$ cat src/rtl/core/att_pkg.sv
`timescale 1ns / 1ps
// Shared types, codes and helper functions for the address tally table.
// No dependencies; used by att_ctrl, att_datapath and address_tally_table_core.
package att_pkg;

	// Field widths
	localparam int ADDR_W     = 40;
	localparam int CNT_W      = 16;
	localparam int NB_W       = 3;
	localparam int THR_W      = 16;
	localparam int USED_OUT_W = 7;
	localparam int ACT_W      = 3;
	localparam int CFG_DATA_W = 16;
	localparam int CFG_IDX_W  = 1;

	localparam int TABLE_DEPTH_DEF = 64;

	// Register indexes
	localparam logic [CFG_IDX_W-1:0] REG_ADDRESS_BYTES   = 1'b0;
	localparam logic [CFG_IDX_W-1:0] REG_FOUND_THRESHOLD = 1'b1;

	// Item kinds
	localparam logic MODE_OBSERVE = 1'b0;
	localparam logic MODE_CLEAR   = 1'b1;

	// Result actions
	localparam logic [ACT_W-1:0] ACT_NOISE     = 3'd0;
	localparam logic [ACT_W-1:0] ACT_COUNTED   = 3'd1;
	localparam logic [ACT_W-1:0] ACT_INSERTED  = 3'd2;
	localparam logic [ACT_W-1:0] ACT_OVERWROTE = 3'd3;
	localparam logic [ACT_W-1:0] ACT_CLEARED   = 3'd4;

	// Noise triples, first byte in the low bits
	localparam int NOISE_COUNT = 10;
	localparam logic [23:0] NOISE_TRIPLES [NOISE_COUNT] = '{
		24'h555555, 24'haaaaaa, 24'h000000, 24'hffffff, 24'hffff7f,
		24'hffffaa, 24'hffffab, 24'hffaaaa, 24'hffffaf, 24'hffff5f
	};

	// Controller to datapath commands
	typedef struct packed {
		logic start;   // item accepted this cycle
		logic rd_en;   // read table entry at rd_idx
		logic finish;  // apply update and load the result
	} att_cmd_t;

	// Datapath to controller status
	typedef struct packed {
		logic out_free;  // result register can take a new result
	} att_sts_t;

	// Clamp the configured byte count into 3..5
	function automatic logic [NB_W-1:0] clamp_bytes(input logic [NB_W-1:0] nb);
		logic [NB_W-1:0] r;
		if (nb < 3'd3) begin
			r = 3'd3;
		end else if (nb > 3'd5) begin
			r = 3'd5;
		end else begin
			r = nb;
		end
		return r;
	endfunction

	// Mask covering the used bytes
	function automatic logic [ADDR_W-1:0] byte_mask(input logic [NB_W-1:0] n);
		logic [ADDR_W-1:0] m;
		case (n)
			3'd3:    m = 40'h00_00ff_ffff;
			3'd4:    m = 40'h00_ffff_ffff;
			default: m = 40'hff_ffff_ffff;
		endcase
		return m;
	endfunction

	// True if any three consecutive used bytes form a noise triple
	function automatic logic is_noise(input logic [ADDR_W-1:0] a, input logic [NB_W-1:0] n);
		logic hit;
		hit = 1'b0;
		for (int off = 0; off < 3; off++) begin
			for (int t = 0; t < NOISE_COUNT; t++) begin
				if ((NB_W'(off + 3) <= n) && (a[8*off +: 24] == NOISE_TRIPLES[t])) begin
					hit = 1'b1;
				end
			end
		end
		return hit;
	endfunction

endpackage

$ cat src/rtl/core/att_ctrl.sv
`timescale 1ns / 1ps
// Controller for the address tally table: accept, table scan, drain, finish.
// Depends on att_pkg; drives the datapath through att_cmd_t.
module att_ctrl #(
	parameter int TABLE_DEPTH = att_pkg::TABLE_DEPTH_DEF,
	parameter int IW = $clog2(TABLE_DEPTH),
	parameter int CW = $clog2(TABLE_DEPTH + 1)
) (
	input  logic              clk,
	input  logic              arst_n,
	input  logic              s_axis_tvalid,
	output logic              s_axis_tready,
	input  logic              s_axis_tuser,   // mode
	input  logic [CW-1:0]     used,
	input  att_pkg::att_sts_t sts,
	output att_pkg::att_cmd_t cmd,
	output logic [IW-1:0]     rd_idx
);
	import att_pkg::*;

	localparam logic [1:0] ST_IDLE   = 2'd0;
	localparam logic [1:0] ST_SCAN   = 2'd1;
	localparam logic [1:0] ST_DRAIN  = 2'd2;
	localparam logic [1:0] ST_FINISH = 2'd3;

	logic [1:0]    state_q;
	logic [CW-1:0] cnt_q;
	logic          accept;
	logic          scan_end;

	assign s_axis_tready = (state_q == ST_IDLE);
	assign accept        = s_axis_tvalid && s_axis_tready;
	assign scan_end      = (CW'(cnt_q + 1'b1) == used);

	assign cmd.start  = accept;
	assign cmd.rd_en  = (state_q == ST_SCAN);
	assign cmd.finish = (state_q == ST_FINISH) && sts.out_free;
	assign rd_idx     = cnt_q[IW-1:0];

	// Advance the sequencer
	always_ff @(posedge clk or negedge arst_n) begin
		if (!arst_n) begin
			state_q <= ST_IDLE;
			cnt_q   <= '0;
		end else begin
			case (state_q)
				ST_IDLE: begin
					cnt_q <= '0;
					if (accept) begin
						if (s_axis_tuser == MODE_CLEAR || used == '0) begin
							state_q <= ST_FINISH;
						end else begin
							state_q <= ST_SCAN;
						end
					end
				end
				ST_SCAN: begin
					cnt_q <= CW'(cnt_q + 1'b1);
					if (scan_end) begin
						state_q <= ST_DRAIN;
					end
				end
				ST_DRAIN: begin
					state_q <= ST_FINISH;
				end
				ST_FINISH: begin
					if (sts.out_free) begin
						state_q <= ST_IDLE;
					end
				end
				default: begin
					state_q <= ST_IDLE;
				end
			endcase
		end
	end

endmodule

$ cat src/rtl/core/att_datapath.sv
`timescale 1ns / 1ps
// Datapath for the address tally table: config registers, entry memory,
// match and best-entry trackers, update logic and the result register. Uses att_pkg.
module att_datapath #(
	parameter int TABLE_DEPTH = att_pkg::TABLE_DEPTH_DEF,
	parameter int IW = $clog2(TABLE_DEPTH),
	parameter int CW = $clog2(TABLE_DEPTH + 1)
) (
	input  logic                                   clk,
	input  logic                                   arst_n,
	input  logic                                   cfg_we,
	input  logic [att_pkg::CFG_IDX_W-1:0]          cfg_index,
	input  logic [att_pkg::CFG_DATA_W-1:0]         cfg_data,
	input  logic [att_pkg::ADDR_W-1:0]             s_axis_tdata,  // address
	input  logic                                   s_axis_tuser,  // mode
	input  att_pkg::att_cmd_t                      cmd,
	input  logic [IW-1:0]                          rd_idx,
	output att_pkg::att_sts_t                      sts,
	output logic [CW-1:0]                          used,
	output logic                                   m_axis_tvalid,
	input  logic                                   m_axis_tready,
	output logic [63:0]                            m_axis_tdata,
	output logic [att_pkg::ACT_W-1:0]              m_axis_tuser
);
	import att_pkg::*;

	localparam int WORD_W = ADDR_W + CNT_W;
	localparam logic [IW-1:0] LAST_IDX = IW'(TABLE_DEPTH - 1);
	localparam logic [CW-1:0] DEPTH_C  = CW'(TABLE_DEPTH);

	// Configuration and table state
	logic [NB_W-1:0]   addr_bytes_q;
	logic [THR_W-1:0]  threshold_q;
	logic [CW-1:0]     used_q;
	logic [WORD_W-1:0] mem_q [TABLE_DEPTH];

	// Item captured at accept
	logic              clear_q;
	logic              noise_q;
	logic [ADDR_W-1:0] addr_q;
	logic [ADDR_W-1:0] mask_q;

	// Read pipeline
	logic [WORD_W-1:0] rd_s1;
	logic              rd_vld_s1;
	logic [IW-1:0]     rd_idx_s1;

	// Trackers
	logic              match_q;
	logic [IW-1:0]     mk_idx_q;
	logic [CNT_W-1:0]  mk_cnt_q;
	logic [ADDR_W-1:0] mk_addr_q;
	logic [CNT_W-1:0]  bl_cnt_q;
	logic [ADDR_W-1:0] bl_addr_q;
	logic [IW-1:0]     bl_idx_q;
	logic              lv_q;
	logic [CNT_W-1:0]  l_cnt_q;
	logic [ADDR_W-1:0] l_addr_q;

	// Result register
	logic              out_valid_q;
	logic [63:0]       out_data_q;
	logic [ACT_W-1:0]  out_user_q;

	logic [ADDR_W-1:0]     in_masked;
	logic [NB_W-1:0]       in_nb;
	logic [ADDR_W-1:0]     rd_addr;
	logic [CNT_W-1:0]      rd_cnt;
	logic                  hit;
	logic [CNT_W-1:0]      b_cnt;
	logic [ADDR_W-1:0]     b_addr;
	logic [IW-1:0]         b_idx;
	logic [CNT_W-1:0]      inc;
	logic [ACT_W-1:0]      f_act;
	logic [CNT_W-1:0]      f_cnt;
	logic [ADDR_W-1:0]     f_addr;
	logic [CW-1:0]         f_used;
	logic                  f_found;
	logic                  wr_en;
	logic [IW-1:0]         wr_idx;
	logic [CNT_W-1:0]      wr_cnt;
	logic [ADDR_W-1:0]     wr_addr;

	assign in_nb     = clamp_bytes(addr_bytes_q);
	assign in_masked = s_axis_tdata & byte_mask(in_nb);
	assign rd_addr   = rd_s1[WORD_W-1:CNT_W];
	assign rd_cnt    = rd_s1[CNT_W-1:0];
	assign hit       = ((rd_addr & mask_q) == addr_q);

	assign sts.out_free = !out_valid_q || m_axis_tready;
	assign used         = used_q;

	assign m_axis_tvalid = out_valid_q;
	assign m_axis_tdata  = out_data_q;
	assign m_axis_tuser  = out_user_q;

	// Write configuration registers
	always_ff @(posedge clk or negedge arst_n) begin
		if (!arst_n) begin
			addr_bytes_q <= 3'd5;
			threshold_q  <= 16'd3;
		end else if (cfg_we) begin
			if (cfg_index == REG_ADDRESS_BYTES) begin
				addr_bytes_q <= cfg_data[NB_W-1:0];
			end
			if (cfg_index == REG_FOUND_THRESHOLD) begin
				threshold_q <= cfg_data[THR_W-1:0];
			end
		end
	end

	// Capture the item
	always_ff @(posedge clk) begin
		if (cmd.start) begin
			clear_q <= (s_axis_tuser == MODE_CLEAR);
			noise_q <= is_noise(in_masked, in_nb);
			addr_q  <= in_masked;
			mask_q  <= byte_mask(in_nb);
		end
	end

	// Entry memory: one read port, one write port
	always_ff @(posedge clk) begin
		if (cmd.rd_en) begin
			rd_s1 <= mem_q[rd_idx];
		end
		if (wr_en) begin
			mem_q[wr_idx] <= {wr_addr, wr_cnt};
		end
	end

	always_ff @(posedge clk or negedge arst_n) begin
		if (!arst_n) begin
			rd_vld_s1 <= 1'b0;
		end else begin
			rd_vld_s1 <= cmd.rd_en;
		end
	end

	always_ff @(posedge clk) begin
		rd_idx_s1 <= rd_idx;
	end

	// Track first match, best entry below the last slot, and the last slot
	always_ff @(posedge clk or negedge arst_n) begin
		if (!arst_n) begin
			match_q <= 1'b0;
			lv_q    <= 1'b0;
		end else if (cmd.start) begin
			match_q <= 1'b0;
			lv_q    <= 1'b0;
		end else if (rd_vld_s1) begin
			if (!match_q && !noise_q && hit) begin
				match_q <= 1'b1;
			end
			if (rd_idx_s1 == LAST_IDX) begin
				lv_q <= 1'b1;
			end
		end
	end

	always_ff @(posedge clk) begin
		if (cmd.start) begin
			bl_cnt_q  <= '0;
			bl_addr_q <= '0;
			bl_idx_q  <= '0;
		end else if (rd_vld_s1) begin
			if (!match_q && hit) begin
				mk_idx_q  <= rd_idx_s1;
				mk_cnt_q  <= rd_cnt;
				mk_addr_q <= rd_addr;
			end
			if (rd_idx_s1 == LAST_IDX) begin
				l_cnt_q  <= rd_cnt;
				l_addr_q <= rd_addr;
			end else if (rd_cnt > bl_cnt_q) begin
				bl_cnt_q  <= rd_cnt;
				bl_addr_q <= rd_addr;
				bl_idx_q  <= rd_idx_s1;
			end
		end
	end

	// Work out the update and the result
	always_comb begin
		// best over the table as it was
		if (lv_q && l_cnt_q > bl_cnt_q) begin
			b_cnt  = l_cnt_q;
			b_addr = l_addr_q;
			b_idx  = LAST_IDX;
		end else begin
			b_cnt  = bl_cnt_q;
			b_addr = bl_addr_q;
			b_idx  = bl_idx_q;
		end
		inc     = (mk_cnt_q == '1) ? mk_cnt_q : CNT_W'(mk_cnt_q + 1'b1);
		f_used  = used_q;
		f_cnt   = b_cnt;
		f_addr  = b_addr;
		wr_en   = 1'b0;
		wr_idx  = LAST_IDX;
		wr_cnt  = CNT_W'(1);
		wr_addr = addr_q;
		if (clear_q) begin
			f_act  = ACT_CLEARED;
			f_used = '0;
			f_cnt  = '0;
			f_addr = '0;
		end else if (noise_q) begin
			f_act = ACT_NOISE;
		end else if (match_q) begin
			// keep the stored address, bump only the count
			f_act   = ACT_COUNTED;
			wr_en   = 1'b1;
			wr_idx  = mk_idx_q;
			wr_cnt  = inc;
			wr_addr = mk_addr_q;
			if (mk_idx_q == b_idx) begin
				f_cnt = inc;
			end else if (inc > b_cnt || (inc == b_cnt && mk_idx_q < b_idx)) begin
				f_cnt  = inc;
				f_addr = mk_addr_q;
			end
		end else if (used_q < DEPTH_C) begin
			f_act  = ACT_INSERTED;
			wr_en  = 1'b1;
			wr_idx = used_q[IW-1:0];
			f_used = CW'(used_q + 1'b1);
			if (used_q == '0) begin
				f_cnt  = CNT_W'(1);
				f_addr = addr_q;
			end
		end else begin
			// last slot replaced with a count of one: never beats earlier entries
			f_act  = ACT_OVERWROTE;
			wr_en  = 1'b1;
			f_cnt  = bl_cnt_q;
			f_addr = bl_addr_q;
		end
		f_found = (f_used != '0) && (f_cnt >= threshold_q);
		wr_en   = wr_en && cmd.finish;
	end

	// Update the fill count
	always_ff @(posedge clk or negedge arst_n) begin
		if (!arst_n) begin
			used_q <= '0;
		end else if (cmd.finish) begin
			used_q <= f_used;
		end
	end

	// Hold the result until the transaction completes
	always_ff @(posedge clk or negedge arst_n) begin
		if (!arst_n) begin
			out_valid_q <= 1'b0;
		end else if (cmd.finish) begin
			out_valid_q <= 1'b1;
		end else if (m_axis_tready) begin
			out_valid_q <= 1'b0;
		end
	end

	always_ff @(posedge clk) begin
		if (cmd.finish) begin
			out_data_q <= {f_found, USED_OUT_W'(f_used), f_cnt, f_addr};
			out_user_q <= f_act;
		end
	end

endmodule

$ cat src/rtl/core/address_tally_table_core.sv
`timescale 1ns / 1ps
// Top level of the address tally table: controller plus datapath.
// Depends on att_pkg, att_ctrl and att_datapath.
//
// Port group   Dir  Transfer              Payload
// s_axis_*     in   tvalid & tready       tdata: address; tuser: mode
// m_axis_*     out  tvalid & tready       tdata: best_address, best_count,
//                                         entries_used, found; tuser: action
// cfg_*        in   cfg_we                cfg_index selects register, cfg_data
//
// After an observe item is accepted, the next one waits for one table read per
// used entry through the single memory read port, a drain of the read pipeline
// and the write back.
// A clear item, or an observe item on an empty table, skips the scan and the drain.
// The finish step waits while a previous result is still held on m_axis.
// Reset empties the table (fill count zero) and restores 5 bytes and threshold 3.
module address_tally_table_core #(
	parameter int TABLE_DEPTH = att_pkg::TABLE_DEPTH_DEF
) (
	input  logic                              clk,
	input  logic                              arst_n,
	input  logic                              cfg_we,
	input  logic [att_pkg::CFG_IDX_W-1:0]     cfg_index,
	input  logic [att_pkg::CFG_DATA_W-1:0]    cfg_data,
	input  logic                              s_axis_tvalid,
	output logic                              s_axis_tready,
	input  logic [att_pkg::ADDR_W-1:0]        s_axis_tdata,  // [39:0] address
	input  logic                              s_axis_tuser,  // [0] mode
	output logic                              m_axis_tvalid,
	input  logic                              m_axis_tready,
	// [39:0] best_address, [55:40] best_count, [62:56] entries_used, [63] found
	output logic [63:0]                       m_axis_tdata,
	output logic [att_pkg::ACT_W-1:0]         m_axis_tuser   // [2:0] action
);
	import att_pkg::*;

	localparam int IW = $clog2(TABLE_DEPTH);
	localparam int CW = $clog2(TABLE_DEPTH + 1);

	att_cmd_t      cmd;
	att_sts_t      sts;
	logic [IW-1:0] rd_idx;
	logic [CW-1:0] used;

	att_ctrl #(
		.TABLE_DEPTH (TABLE_DEPTH),
		.IW          (IW),
		.CW          (CW)
	) u_ctrl (
		.clk           (clk),
		.arst_n        (arst_n),
		.s_axis_tvalid (s_axis_tvalid),
		.s_axis_tready (s_axis_tready),
		.s_axis_tuser  (s_axis_tuser),
		.used          (used),
		.sts           (sts),
		.cmd           (cmd),
		.rd_idx        (rd_idx)
	);

	att_datapath #(
		.TABLE_DEPTH (TABLE_DEPTH),
		.IW          (IW),
		.CW          (CW)
	) u_datapath (
		.clk           (clk),
		.arst_n        (arst_n),
		.cfg_we        (cfg_we),
		.cfg_index     (cfg_index),
		.cfg_data      (cfg_data),
		.s_axis_tdata  (s_axis_tdata),
		.s_axis_tuser  (s_axis_tuser),
		.cmd           (cmd),
		.rd_idx        (rd_idx),
		.sts           (sts),
		.used          (used),
		.m_axis_tvalid (m_axis_tvalid),
		.m_axis_tready (m_axis_tready),
		.m_axis_tdata  (m_axis_tdata),
		.m_axis_tuser  (m_axis_tuser)
	);

	// Never finish over a result that is still waiting
	a_finish_free: assert property (@(posedge clk) disable iff (!arst_n)
		cmd.finish |-> sts.out_free)
		else $error("finish while result register busy");

	// Scan reads stay inside the filled part of the table
	a_read_in_range: assert property (@(posedge clk) disable iff (!arst_n)
		cmd.rd_en |-> (CW'(rd_idx) < used))
		else $error("table read beyond fill count");

	// Fill count never passes the depth
	a_used_bound: assert property (@(posedge clk) disable iff (!arst_n)
		used <= CW'(TABLE_DEPTH))
		else $error("fill count above table depth");

	// Accepting an item closes the input until the item is done
	a_busy_after_start: assert property (@(posedge clk) disable iff (!arst_n)
		cmd.start |=> !s_axis_tready)
		else $error("input ready right after accept");

endmodule

$ cat config.mk
export PLATFORM = sky130hd
export DESIGN_NAME = address_tally_table_core
export DESIGN_NICKNAME = d
export VERILOG_FILES = /design/src/rtl/core/att_pkg.sv /design/src/rtl/core/att_ctrl.sv /design/src/rtl/core/att_datapath.sv /design/src/rtl/core/address_tally_table_core.sv
export SDC_FILE = /design/constraint.sdc
export NUM_CORES = 2
export LEC_CHECK = 0
export ABC_CLOCK_PERIOD_IN_PS = 5950
export BUFFER_PORTS_ARGS = -buffer_cell sky130_fd_sc_hd__buf_2
export CAP_MARGIN = 10
export CORE_MARGIN = 10
export CORE_UTILIZATION = 40
export CTS_BUF_LIST = sky130_fd_sc_hd__clkbuf_16
export DETAILED_ROUTE_END_ITERATION = 12
export GPL_ROUTABILITY_DRIVEN = 0
export HOLD_SLACK_MARGIN = 0.02
export PLACE_DENSITY = 0.54
export SYNTH_ARGS = -nofsm -noshare
export SYNTH_HDL_FRONTEND = slang
export SYNTH_HIERARCHICAL = 1
export SYNTH_SLANG_ARGS = --single-unit
$ cat constraint.sdc
create_clock -name clk -period 5.95 [get_ports clk]
set_clock_uncertainty 0.2 [all_clocks]
set_input_delay 0.8925 -clock clk [delete_from_list [all_inputs] [get_ports clk]]
set_output_delay 0.8925 -clock clk [all_outputs]
set_load 0.02 [all_outputs]
# Word-level counts from Yosys, hierarchy flattened
# Memories as Yosys holds them, arrays and structs flattened. A register that Yosys moved wholly into a read port is not among the register bits.
# Index checks and enable logic that the tools add are counted.
[word_totals] regBits=374 latch_bits=0 ram_bits=3584 romBits=0 wordCells=211 n_memories=1
[classes] add_sub_neg=3 multipliers=0 div=0 n_lt_le_gt_ge=11 n_eq_ne=41 shifts=0 muxes=56 bitwise_logic=5 n_reduce_logical=67
[mem_list] name="u_datapath.mem_q" depth=64 width=56 read_ports=1 rd_clocked_by_memory_dff=1 write_ports=1 line="att_datapath.sv:35" source="logic [WORD_W-1:0] mem_q [TABLE_DEPTH];"
[op_table] operator="$eq A24 B24 Y1 const B" n=24
[op_table] operator="$mux W40" n=10
[op_table] operator="$mux W16" n=12
[op_table] operator="$and A40 B40 Y40" n=2
[op_table] operator="$pmux W40 S2" n=1
[op_table] operator="$eq A24 B23 Y1 const B" n=3
[op_table] operator="$logic_not A24 Y1" n=3
[op_table] operator="$gt A16 B16 Y1" n=3
[op_table] operator="$eq A40 B40 Y1" n=1
[op_table] operator="$logic_and A1 B1 Y1" n=39
[op_table] operator="$mux W6" n=5
[op_table] operator="$reduce_or A29 Y1" n=1
[op_table] operator="$mux W7" n=4
[op_table] operator="$add A16 B1 Y16 const B" n=1
[op_table] operator="$eq A16 B16 Y1" n=1
[op_table] operator="$eq A16 B16 Y1 const B" n=1
[op_table] operator="$ge A16 B16 Y1" n=1
[op_table] operator="$add A7 B1 Y7 const B" n=2
[op_table] operator="$mux W1" n=14
[op_table] operator="$pmux W7 S2" n=1
[op_table] operator="$mux W3" n=4
[op_table] operator="$reduce_and A3 Y1" n=4
[op_table] operator="$reduce_bool A2 Y1" n=5
[op_table] operator="$mux W2" n=4
[op_table] operator="25 further kinds" n=37

# Longest topological paths before layout
[depth] depth_word=13 mapped_depth=29 mapped_depth_nobuf=24

# By module
# Netlist, hierarchy kept.
[modules_own_cells] module="att_datapath" instances=1 cells_each=6853 area_per_inst_um2=154780.9 seq_area_each_um2=118298.5
[modules_own_cells] module="att_ctrl" instances=1 cells_each=84 area_per_inst_um2=726.9 seq_area_each_um2=225.2

# Least setup slack after synthesis
# Ideal clock, no wire load.
[synth_timing] path_type="input port to flip-flop" start="input m_axis_tready" end="memory u_datapath/mem_q[16][0] (netlist bit) (enable)" arrival_time_ps=5764 t_required_ps=5280 setup_slack_ps=-484 cell_stages=6 n_path_buf=0 path_cell_list="nand2b_1 > and2_1 > nand2_1 > nor2b_1 > nand2_1 > nor2_1"
[synth_lines] item="start, declared" line="address_tally_table_core.sv:30" source="input logic m_axis_tready,"
[synth_lines] item="end, declared" line="att_datapath.sv:35"

# Final worst setup path
[layout_timing] start="register u_datapath.l_cnt_q[11]" end="register u_datapath.out_data_q[63], in the netlist u_datapath/m_axis_tdata[63] (data pin)"
[layout_via] elab_chain_cells=13
[layout_rtl] item="start, declared" line="att_datapath.sv:57" source="logic [CNT_W-1:0] l_cnt_q;"
[layout_rtl] item="start signal, assigned" line="att_datapath.sv:174" source="l_cnt_q <= rd_cnt;"
[layout_rtl] item="branches (longest 9 deep; another with $gt A16 B16 Y1)"
[layout_rtl] item="$mux W16 (*)" line="att_datapath.sv:209" source="end else if (noise_q) begin"
[layout_rtl] item="$mux W16 (*)" line="att_datapath.sv:204" source="if (clear_q) begin"
[layout_rtl] item="net u_datapath.f_cnt[1]" line="att_datapath.sv:75" source="logic [CNT_W-1:0] f_cnt;"
[layout_rtl] item="$ge A16 B16 Y1 (*)" line="att_datapath.sv:240" source="f_found = (f_used != '0) && (f_cnt >= threshold_q);"
[layout_rtl] item="$logic_and A1 B1 Y1 (*)" line="att_datapath.sv:240"
[layout_rtl] item="net u_datapath.f_found" line="att_datapath.sv:78" source="logic f_found;"
[layout_rtl] item="end signal, assigned" line="att_datapath.sv:266" source="out_data_q <= {f_found, USED_OUT_W'(f_used), f_cnt, f_addr};"
[layout_rtl] item="end, declared" line="att_datapath.sv:62" source="logic [63:0] out_data_q;"
# Mark *: on every way through the listed nets, which the timed path passes.
# A chain may end at the register's enable or synchronous reset.

==> metrics.txt <==
Sw Ratio 27.7%; Yosys top cell area share 74.7%; min-delay worst type in -> reg; Worst-path clk slew 0.06 ns; via count 79200; router iterations before antenna repair 8; final hold violation count 0; Final Cycle Share 99.8%; antenna violations before repair 16; Adder-Cell Fraction of Synth Area 0.636%; final HPWL from detailed placement 267000 µm; main combinational cell family by area after synthesis multiplexers; most frequent CP cell buf_4; worst r2r src u_datapath/l_cnt_q[11]; Pleak 56.4 nW; Filler cells 31700; fin util 46.8%; Die Y 644 µm; Synth Flop Type edfxtp_1; switching power 0.0206 W; main area contributors after synthesis edfxtp_1 (75%), mux4_2 (17%), dfxtp_1 (0.88%); Cells after DPL 12300; CTS Buf Count 417; leading area contributor after synthesis edfxtp_1; multiplexer share of the synthesized area 17.8%; worst slew pin tran 1.23 ns; Post-Route Setup TNS 0 ns; simple-gate share of the synthesized area 2.27%; Hold Path Origin s_axis_tdata[15]; most frequent cells in the layout edfxtp_1 (3869), mux4_2 (1163), clkbuf_16 (420); Async SR Flop Fraction 0.981%; Placed Area 0.167 mm²; hold endpoint u_datapath/addr_q[15]; reg2reg path depth 24; # DRC 0; Critical Path Fanout Max 6; RSZ-0062 raised after global routing yes; num rows 228; Data required, critical path 6.46 ns; Die ar. 0.414 mm²; Fmax 0.168 GHz; total grt overflow 0; Final Max Slew Viols 0; Comb power frac 21.8%; Finished Layout Cells 13100; DP Worst Slack -0.206 ns; crit-path max cell delay 0.52 ns; Starting DRT DRC Count 10600; global-route wire length before repair 662000 µm; ANT nets after route 0; commonest non-fill, non-tap cell in the layout edfxtp_1; critical path class reg -> reg; Finished Cell Area 0.181 mm²; Tmin final 5.94 ns; final worst setup slack 0.0109 ns; io pins 132; r2r endpoint u_datapath/m_axis_tdata[63]; Worst setup SP type flip-flop; routed wire length 481000 µm; vias in the first global route 79700; Initial Util 40.2%; setup violators final 0; internal power 0.0539 W; Die X 644 µm; Slew headroom 18.0%; Total GRT Usage 22.7%; Max Buffers Root-to-Sink 4; largest net degree at the start of global routing 86; WL/cell 36.7 µm; multi-input logic area 0.0361 mm²; Layout area overhead 16.3%; vias per cell 6.03; Synth Register Bits 3976; register area share after synthesis 76.2%; Unique masters post-synth 71; fin nets 7728; Arr. time, crit path 6.44 ns; CTS tree yes; Pwr Density 412 mW/mm²; sequential power share 44.6%; clock sink count 3976; Post-Syn Nets 7079; reg2reg setup slack 0.01 ns; Clk pwr share 33.6%; crit-path cells ha_4 > nand4_1 > buf_4 > a2111o_1 > a31oi_4 > buf_4 > mux2i_2 > inv_1 > ha_1 > nand2b_1 > a2111o_1 > a31oi_4 > a22oi_2 > nor2b_4 > buf_6 > a2111oi_4 > buf_4 > ha_4 > a21o_1 > a21o_1 > a211oi_2 > o31ai_2 > a21oi_1 > a21oi_1; CP max-delay cell a2111o_1; ratio of cells with drive above 1 in the final layout 31.3%; port bufs 131; storage element area 0.119 mm²; Setup crit end kind flip-flop; Syn Std Cell Area 0.156 mm²; compound-cell area share of the yosys netlist 1.61%; Max Cap Viol 0; Root Buffer clkbuf_16; Synth Area in XOR/XNOR 0.304%; Worst-Skew Late Latency 1.00 ns; Avg Cell Area, Syn 22.4 µm²; status finished clean; core area 0.387 mm²; H-tree Lvls 5; Worst Hold Depth 1; EDFF count, synth 3869; VDD IR-drop max 0.323 mV; cells after synthesis 6937; Synthesis Warnings 6
-- layout make-up --
cell class / count / share of cell area, %
sequential: 3976 / 65.5
clock buffer: 420 / 5.81
clock inverter: 346 / 1.42
multi-input combinational: 2504 / 20.0
inverter: 93 / 0.193
tap: 5175 / 3.58
timing repair buffer: 594 / 3.49
antenna: 15 / 0.0207
-- synthesized netlist by cell type, types with 6 or more instances --
| cell type | instances |
|---|---|
| a2111o_1 | 11 |
| a2111oi_0 | 13 |
| a211o_1 | 8 |
| a211oi_1 | 16 |
| a21o_1 | 13 |
| a21oi_1 | 79 |
| a221o_1 | 28 |
| a221oi_1 | 16 |
| a222oi_1 | 31 |
| a22oi_1 | 8 |
| and2_1 | 32 |
| and3_1 | 10 |
| and3b_1 | 9 |
| and4_1 | 6 |
| buf_1 | 53 |
| buf_2 | 85 |
| buf_4 | 9 |
| clkbuf_1 | 217 |
| dfrtp_1 | 35 |
| dfxtp_1 | 68 |
| edfxtp_1 | 3869 |
| ha_1 | 79 |
| inv_1 | 93 |
| mux2_2 | 37 |
| mux2i_1 | 102 |
| mux4_2 | 1163 |
| nand2_1 | 208 |
| nand2b_1 | 139 |
| nand3_1 | 29 |
| nand3b_1 | 6 |
| nand4_1 | 29 |
| nor2_1 | 178 |
| nor2b_1 | 9 |
| nor3_1 | 15 |
| nor4_1 | 17 |
| o21a_1 | 6 |
| o21ai_0 | 87 |
| o22ai_1 | 9 |
| or3_1 | 6 |
| or4_1 | 6 |
| xnor2_1 | 28 |
| xor2_1 | 26 |
-- cells by family (layout without fill, tap and decap cells) --
kind of cell | after synthesis | count (layout)
fa+ha+maj | 79 | 79
other cells | 0 | 15
mux | 1302 | 1302
simple gates | 713 | 713
compound gates | 356 | 356
buf+inv | 457 | 1453
xor+xnor | 54 | 54
flops | 3976 | 3976
-- critical path: cells and delay by family (launching register included) --
kind                     cells  cell delay (ns)
AO/OA/AOI/OAI               12             2.67
adder cells (fa/ha/maj)      3             0.78
buffers and inverters        5             0.76
AND/OR/NAND/NOR              3             0.56
flip-flops                   1             0.43
multiplexers                 1             0.23
-- routing by layer --
metal / up-vias / global-route usage, % / routed length (µm)
li1: 30700 / - / -
met2: 3626 / 36.7 / 232000
met1: 43900 / 30.9 / 192000
met3: 882 / 3.45 / 34100
met5: - / 0 / 39
met4: 6 / 9.18 / 22900
-- metrics by stage --
stage	total power, W	hold slack, ns
2_1_floorplan	0.0444	0.224
3_3_place_gp	0.0500	0.244
3_5_place_dp	0.0501	0.243
4_1_cts	0.0751	0.0516
5_1_grt	0.0771	0.0728
6_report	0.0746	0.115
-- power groups by stage --
stage | Sequential [W] | Combinational (W) | Clock, W
floorplan | 0.0335 | 0.0109 | 0
global placement | 0.0339 | 0.0161 | 0
detailed placement | 0.0339 | 0.0162 | 0
CTS | 0.0333 | 0.0163 | 0.0255
global route | 0.0333 | 0.0172 | 0.0266
finish | 0.0333 | 0.0162 | 0.0251
-- timing repair --
item                                   in CTS  in global routing
pin swaps                                   9                 26
setup endpoints to repair                   1                  1
setup buffers                               1                 11
hold buffers                               41                  0
endpoints found under the hold margin      77                  0
gates resized for setup                    11                 46
-- flip-flops by register name (all words and copies together) (netlist names), 6 cells and up --
signal and flops:
u_ctrl/cnt_q 7, u_datapath/addr_q 40, u_datapath/bl_addr_q 40, u_datapath/bl_cnt_q 16, u_datapath/bl_idx_q 6, u_datapath/l_addr_q 40
u_datapath/l_cnt_q 16, u_datapath/m_axis_tdata 64, u_datapath/mem_q 3584, u_datapath/mk_addr_q 40, u_datapath/mk_cnt_q 16, u_datapath/mk_idx_q 6
u_datapath/rd_idx_s1 6, u_datapath/rd_s1 56, u_datapath/threshold_q 16, u_datapath/used 7
-- worst max path at each step --
stage	from	end	slack, ns	cells past startpoint
3_3_place_gp	u_datapath/l_cnt_q[15]	u_datapath/m_axis_tdata[13]	-0.23	17
3_5_place_dp	u_datapath/l_cnt_q[11]	u_datapath/m_axis_tdata[63]	-0.21	24
5_1_grt	u_datapath/bl_cnt_q[10]	u_datapath/m_axis_tdata[63]	-0.19	25
2_1_floorplan	m_axis_tready	u_datapath/mem_q[16][0]	-0.48	6
4_1_cts	u_datapath/l_cnt_q[11]	u_datapath/m_axis_tdata[63]	0.006	24
6_report	u_datapath/l_cnt_q[11]	u_datapath/m_axis_tdata[63]	0.01	24
Note: power is estimated with default switching activity, not from simulation.
